--- src/sv/hierarchical_occlusion_map_query_unit_defines.svh ---
// assertion helpers shared by the occlusion map query unit
`ifndef HIERARCHICAL_OCCLUSION_MAP_QUERY_UNIT_DEFINES_SVH
`define HIERARCHICAL_OCCLUSION_MAP_QUERY_UNIT_DEFINES_SVH

// consequent checked in the same cycle
`define HMQ_ASSERT_NOW(label, clk, rst_n, ante, cons) \
  label: assert property (@(posedge clk) disable iff (!rst_n) (ante) |-> (cons)) \
    else $error("hmq assertion failed");

// consequent checked in the cycle after the antecedent
`define HMQ_ASSERT_NEXT(label, clk, rst_n, ante, cons) \
  label: assert property (@(posedge clk) disable iff (!rst_n) (ante) |=> (cons)) \
    else $error("hmq assertion failed");

`endif

--- src/sv/hmq_pkg.sv ---
`default_nettype none
package hmq_pkg;

  localparam int MaxSide    = 256;
  localparam int MaxLevels  = 7;
  localparam int MaxLog     = $clog2(MaxSide);
  localparam int LogW       = 4;
  localparam int CoordW     = 8;
  localparam int LvlW       = 3;
  localparam int StoreDepth = MaxSide * MaxSide / 3 * 4 + 16;
  localparam int AddrW      = $clog2(StoreDepth);
  localparam logic [7:0] Opaque = 8'd255;

  typedef enum logic [1:0] {
    OP_WRITE = 2'd0,
    OP_BUILD = 2'd1,
    OP_QUERY = 2'd2,
    OP_NONE  = 2'd3
  } op_t;

  typedef enum logic [2:0] {
    ST_DONE     = 3'd0,
    ST_VISIBLE  = 3'd1,
    ST_OCCLUDED = 3'd2,
    ST_OUTSIDE  = 3'd3,
    ST_DEGEN    = 3'd4
  } status_t;

  typedef struct packed {
    logic [CoordW-1:0] x;
    logic [CoordW-1:0] y;
    logic [CoordW-1:0] x1;
    logic [CoordW-1:0] y0;
    logic [CoordW-1:0] y1;
  } frame_t;

  typedef struct packed {
    logic    load;
    logic    wr_pixel;
    logic    q_calc;
    logic    b_init;
    logic    b_rd;
    logic    b_wr;
    logic    w_start;
    logic    w_desc;
    logic    w_rd;
    logic    w_adv;
    logic    w_pop;
    logic    res_set;
    logic    res_top;
    status_t res_status;
  } cmd_t;

  typedef struct packed {
    op_t     op;
    logic    b_empty;
    logic    b_k3;
    logic    b_last;
    status_t q_res;
    logic    f_empty;
    logic    f_end;
    logic    at_top;
    logic    lvl_zero;
    logic    pix_clear;
  } stat_t;

  // every level side is a power of two, so the offsets never carry
  function automatic logic [AddrW-1:0] lvl_base(logic [LogW-1:0] lg, logic [LvlW-1:0] l);
    logic [AddrW-1:0] b;
    logic [LogW:0]    e;
    b = '0;
    for (int k = 0; k < MaxLevels; k++) begin
      e = {1'b0, lg} - (LogW+1)'(k);
      if (l > LvlW'(k)) begin
        b = b | (AddrW'(1) << {e, 1'b0});
      end
    end
    return b;
  endfunction

endpackage
`default_nettype wire

--- src/sv/hmq_ctrl.sv ---
`default_nettype none
module hmq_ctrl (
  input  wire            clk,
  input  wire            rst_n,
  input  wire            in_valid,
  output logic           in_stall,
  output logic           out_valid,
  input  wire            out_stall,
  input  hmq_pkg::stat_t st,
  output hmq_pkg::cmd_t  cmd
);
  import hmq_pkg::*;

  typedef enum logic [9:0] {
    S_IDLE  = 10'b0000000001,
    S_DISP  = 10'b0000000010,
    S_BRD   = 10'b0000000100,
    S_BWR   = 10'b0000001000,
    S_QCHK  = 10'b0000010000,
    S_WENT  = 10'b0000100000,
    S_WRD   = 10'b0001000000,
    S_WEVAL = 10'b0010000000,
    S_WADV  = 10'b0100000000,
    S_RESP  = 10'b1000000000
  } state_t;

  state_t state_r, state_nxt;

  assign in_stall  = (state_r != S_IDLE);
  assign out_valid = (state_r == S_RESP);

  always_comb begin
    state_nxt = state_r;
    cmd = '0;
    cmd.res_status = ST_DONE;
    case (state_r)
      S_IDLE: begin
        if (in_valid) begin
          cmd.load  = 1'b1;
          state_nxt = S_DISP;
        end
      end
      S_DISP: begin
        case (st.op)
          OP_QUERY: begin
            cmd.q_calc = 1'b1;
            state_nxt  = S_QCHK;
          end
          OP_BUILD: begin
            if (st.b_empty) begin
              cmd.res_set = 1'b1;
              state_nxt   = S_RESP;
            end else begin
              cmd.b_init = 1'b1;
              state_nxt  = S_BRD;
            end
          end
          OP_WRITE: begin
            cmd.wr_pixel = 1'b1;
            cmd.res_set  = 1'b1;
            state_nxt    = S_RESP;
          end
          default: begin
            cmd.res_set = 1'b1;
            state_nxt   = S_RESP;
          end
        endcase
      end
      S_BRD: begin
        cmd.b_rd = 1'b1;
        if (st.b_k3) state_nxt = S_BWR;
      end
      S_BWR: begin
        cmd.b_wr = 1'b1;
        if (st.b_last) begin
          cmd.res_set = 1'b1;
          state_nxt   = S_RESP;
        end else begin
          state_nxt = S_BRD;
        end
      end
      S_QCHK: begin
        if (st.q_res != ST_DONE) begin
          cmd.res_set    = 1'b1;
          cmd.res_status = st.q_res;
          state_nxt      = S_RESP;
        end else begin
          cmd.w_start = 1'b1;
          state_nxt   = S_WENT;
        end
      end
      S_WENT: begin
        if (st.f_empty) begin
          if (st.at_top) begin
            cmd.res_set    = 1'b1;
            cmd.res_top    = 1'b1;
            cmd.res_status = ST_OCCLUDED;
            state_nxt      = S_RESP;
          end else begin
            cmd.w_pop = 1'b1;
            state_nxt = S_WADV;
          end
        end else begin
          state_nxt = S_WRD;
        end
      end
      S_WRD: begin
        cmd.w_rd  = 1'b1;
        state_nxt = S_WEVAL;
      end
      S_WEVAL: begin
        if (st.pix_clear) begin
          if (st.lvl_zero) begin
            cmd.res_set    = 1'b1;
            cmd.res_top    = 1'b1;
            cmd.res_status = ST_VISIBLE;
            state_nxt      = S_RESP;
          end else begin
            cmd.w_desc = 1'b1;
            state_nxt  = S_WENT;
          end
        end else begin
          state_nxt = S_WADV;
        end
      end
      S_WADV: begin
        if (st.f_end) begin
          if (st.at_top) begin
            cmd.res_set    = 1'b1;
            cmd.res_top    = 1'b1;
            cmd.res_status = ST_OCCLUDED;
            state_nxt      = S_RESP;
          end else begin
            // parent frame then moves past the pixel it descended from
            cmd.w_pop = 1'b1;
          end
        end else begin
          cmd.w_adv = 1'b1;
          state_nxt = S_WRD;
        end
      end
      S_RESP: begin
        if (!out_stall) state_nxt = S_IDLE;
      end
      default: state_nxt = S_IDLE;
    endcase
  end

  always_ff @(posedge clk) begin
    if (!rst_n) begin
      state_r <= S_IDLE;
    end else begin
      state_r <= state_nxt;
    end
  end

endmodule
`default_nettype wire

--- config.mk ---
export PLATFORM = sky130hd
export DESIGN_NAME = hmq_ctrl
export DESIGN_NICKNAME = d
export VERILOG_FILES = /design/src/sv/hierarchical_occlusion_map_query_unit_defines.svh /design/src/sv/hmq_pkg.sv /design/src/sv/hmq_ctrl.sv
export SDC_FILE = /design/constraint.sdc
export NUM_CORES = 1
export LEC_CHECK = 0
export BUFFER_PORTS_ARGS = -buffer_cell sky130_fd_sc_hd__buf_4
export CORE_UTILIZATION = 51
export DETAILED_ROUTE_END_ITERATION = 8
export GPL_ROUTABILITY_DRIVEN = 0
export PLACE_DENSITY = 0.82
export SLEW_MARGIN = 10
export SYNTH_ARGS = -nofsm -noshare
export SYNTH_HDL_FRONTEND = slang
export SYNTH_SLANG_ARGS = --single-unit
--- constraint.sdc ---
create_clock -name clk -period 5.3 [get_ports clk]
set_input_delay 1.06 -clock clk [delete_from_list [all_inputs] [get_ports clk]]
set_output_delay 1.06 -clock clk [all_outputs]
set_load 0.02 [all_outputs]
# After elaboration in Yosys (flattened, before gate mapping)
# Index checks and enable logic that the tools add are counted.
[word_totals]
ff_bits = 10
input_bits = 17
[classes]
n_eq_ne = 17
n_mux = 46
reduce_logical = 3
[op_table]
columns = ["op", "n"]
rows = [
  ["10-bit two-way mux", 12],
  ["10-bit one-hot mux with 10 select lines", 1],
  ["1-bit two-way mux", 20],
  ["10-bit one-hot mux with 2 select lines", 1],
  ["5-bit two-way mux", 3],
  ["6-bit two-way mux", 2],
  ["3-bit one-hot mux with 4 select lines", 1],
  ["10-bit by 1-bit == test with 1-bit output (second input constant)", 1],
  ["10-bit == test (second input constant)", 1],
  ["10-bit by 2-bit == test with 1-bit output (second input constant)", 1],
  ["10-bit by 3-bit == test with 1-bit output (second input constant)", 1],
  ["10-bit by 4-bit == test with 1-bit output (second input constant)", 1],
  ["10-bit by 5-bit == test with 1-bit output (second input constant)", 1],
  ["10-bit by 6-bit == test with 1-bit output (second input constant)", 1],
  ["10-bit by 7-bit == test with 1-bit output (second input constant)", 1],
  ["10-bit by 8-bit == test with 1-bit output (second input constant)", 1],
  ["10-bit by 9-bit == test with 1-bit output (second input constant)", 1],
  ["10-bit by 1-bit != test with 1-bit output (second input constant)", 1],
  ["3-bit two-way mux", 2],
  ["2-bit != test (second input constant)", 3],
  ["1-bit one-hot mux with 6 select lines", 1],
  ["1-bit one-hot mux with 2 select lines", 2],
  ["4-bit AND reduction", 1],
  ["3-bit != test (second input constant)", 1],
  ["5 further kinds", 5],
]

# Depth between registers and ports, before layout
[depth]
depth_word = 3
depth_mapped = 6
depth_no_buf = 4

# Worst setup path after synthesis
# Ideal clock, no wire load.
[synth_timing]
kind = "input -> output"
startpoint = "input port st[10] in the netlist's numbering"
endpoint = "output port cmd[4] in the netlist's numbering"
arrival_time_ns = 2.177
setup_slack_ns = 2.063
path_stages = 4
path_buffers = 0
cell_sequence = "or3b_2 > and3_1 > a41oi_1 > nand3_1"
[synth_rtl]
columns = ["element", "line_no", "text"]
rows = [
  ["from (decl)", "hmq_ctrl.sv:9", "input hmq_pkg::stat_t st,"],
  ["to (decl)", "hmq_ctrl.sv:10", "output hmq_pkg::cmd_t cmd"],
]

==> impl_metrics.toml <==
[timing]
finalWorstSetupSlack_ps = 1860
finalCritPeriodShare = 0.648
rsz0062_at_grt = "no"
finalSetupTns_ps = 0
holdWs_ps = 694
setup_viol = 0
slew_headroom = 0.456
tightest_slew_ps = 813
fmax_ghz = 0.291
slew_viol_final = 0
finClkSkew_ps = 0.631
finalCriticalPeriod_ps = 3440
hold_viol = 0

[critical_path]
critical-path-max-stage-delay_ps = 460
cp-start-kind = "primary input"
criticalPathCategory = "in -> out"
worstPathArrival_ps = 2380
crit_path_frequent_cell = "buf_4"
cp.buffers_inverters = 2
critical_path.slowest_cell = "or3b_2"
cp.required_ps = 4240
cp_cell_sequence = "buf_4 > or3b_2 > and3_1 > a41oi_1 > nand3_1 > buf_4"
crit_family = "simple AND/OR/NAND/NOR gates"
worstSetupEndpointType = "primary output"
crit_path_max_fanout = 2

[power]
leakagePower_nw = 0.495
ir_worst_vdd_v = 0.000136
cellPowerDensity_nw_per_um2 = 167

[synth]
async_flop_share = 0
synth_area_leader_cell = "dfxtp_1"
synth_xor_xnor_area_share = 0.0303
synth_area_per_cell_um2 = 8.09
syn_area_um2 = 866
synth.distinct_cells = 43
synth.ff_latch_count = 10
synth_top_area_frac = 0.231
synthMuxAreaShare = 0
synth_top_family_by_area = "simple AND/OR/NAND/NOR gates"
synthCells = 107
ys_warn_count = 0
synthTopCellsByArea = "dfxtp_1 23%, o21a_1 5.2%, nor4_4 4.9%"
synth_edf_count = 0
synth_adder_area_share = 0
yosys-top-cells-count = "10 x dfxtp_1, 10 x nand2_1, 9 x nor2_1"
yosysSeqAreaShare = 0.231
synth-simple-area-share = 0.526
ys.flop_type = "dfxtp_1"
synth_nets = 124
synth-compound-area-share = 0.156

[floorplan]
core.rowCount = 14
start_util = 0.562
dieArea_um2 = 1870
coreArea_um2 = 1540
die_y_um = 43.2
ios = 35
dieWidth_um = 43.2

[placement]
numPortBuffers = 34
dp_hpwl_mm = 1.83
post_dp_cell_area_um2 = 1110
place_ws_ps = 1860

[global_route]
busiest_layer = "met2"
grt_max_degree = 14
grt.met2_usage = 0.460
grt_first_pass_wirelength_mm = 4.02
grtUsageMet1 = 0.388
grt_pass1_vias = 889
grt_use_met3 = 0.0426
antenna_found_initial = 0
overflow = 0
grt_usage = 0.289

[route]
via_per_inst = 6.23
wl_per_cell_um = 15.7
wirelength_mm = 2.42
drc = 0
drtIter0Drc = 30
detail-route-antenna-nets = 0
dr.pass1.iters = 4
vias = 959

[clock_tree]
holdBufCountCts = 0
cts_tree = "built"
cts_resized = 0
cts_max_path_buffers = 2
cts_root_buf = "clkbuf_4"
htreeDepth = 1
cts-buffers-inserted = 3
post_cts.repair.setup_buffers = 0
path_clk_slew_ps = 70
cts.sinks = 10
worstSkewPairLatency_ps = 280

[layout]
drive_above_1_share = 0.348
largestRegisters = "state_r: 10 flops"
antennaDiodeCount = 0
largest_reg_flops = 10
nets = 157
finalInstanceArea_um2 = 1130
regMostFlops = "state_r"
area_delta_synth_final_pct = 30.5

[min_path]
hold_class = "reg -> reg"

[run]
maxCapViolations = 0

[outcome]
status = "completed"
[logic make-up after synthesis]
kind of cell / count (synthesis)
flops: 10
simple gates: 68
xor+xnor: 3
compound gates: 16
buf+inv: 10
[cell usage in the layout (no fill, tap or decap), types with 2 or more instances in the layout]
master,synthesis,final
nor4_4,2,2
nor2_1,9,9
and3_1,2,2
nor4b_1,2,2
nor2b_1,2,2
buf_4,0,34
clkbuf_4,0,3
o21a_1,6,6
or3_1,3,3
nand3b_1,2,2
xnor2_1,2,2
dfxtp_1,10,10
nand2_1,10,10
nor3_1,6,6
nor3b_1,3,3
and2_1,4,4
inv_1,4,4
nand2b_1,3,3
nor4_1,2,2
nand4_1,6,6
nor4_2,2,2
[per-stage QoR]
stage	total power [W]	utilization	cells
6_report	0.000189	0.733	154
5_1_grt	0.000195	0.733	154
4_1_cts	0.000187	0.733	154
3_5_place_dp	0.000133	0.718	151
3_3_place_gp	0.000132	0.718	151
2_1_floorplan	0.000112	-	107
[area by class of cell]
type                            instances  area [um2]
Multi-Input combinational cell         87         617
Inverter                                4        15.0
Sequential cell                        10         200
Timing Repair Buffer                   34         255
Tap cell                               16        20.0
Fill cell                             124         412
Clock buffer                            3        22.5
[worst min-delay path: stages (launching register included)]
cell     delay, ps
dfxtp_1        410
nand4_1        180
nor3_1          60
[final timing paths]
path / from / to / slack [ps] / cells past startpoint
worst max register to register: state_r[2] / state_r[3] / 3440 / 4
worst min-delay path: state_r[0] / state_r[1] / 690 / 2
worst max-delay path: st[10] / cmd[4] / 1860 / 6
worst min register to register: state_r[0] / state_r[1] / 690 / 2
[routing by layer]
metal / share of wire / vias to the layer above
met4: 0.017 / 0
met5: 0 / -
met3: 0.065 / 5
met1: 0.44 / 447
li1: - / 469
met2: 0.48 / 38
[report_power, final]
group,switching (W),internal [W],leakage [nW]
registers,0.00000562,0.0000773,0.0810
clock network,0.0000308,0.0000264,0.0138
logic,0.0000250,0.0000239,0.400
Power figures use the tool's default switching activity.
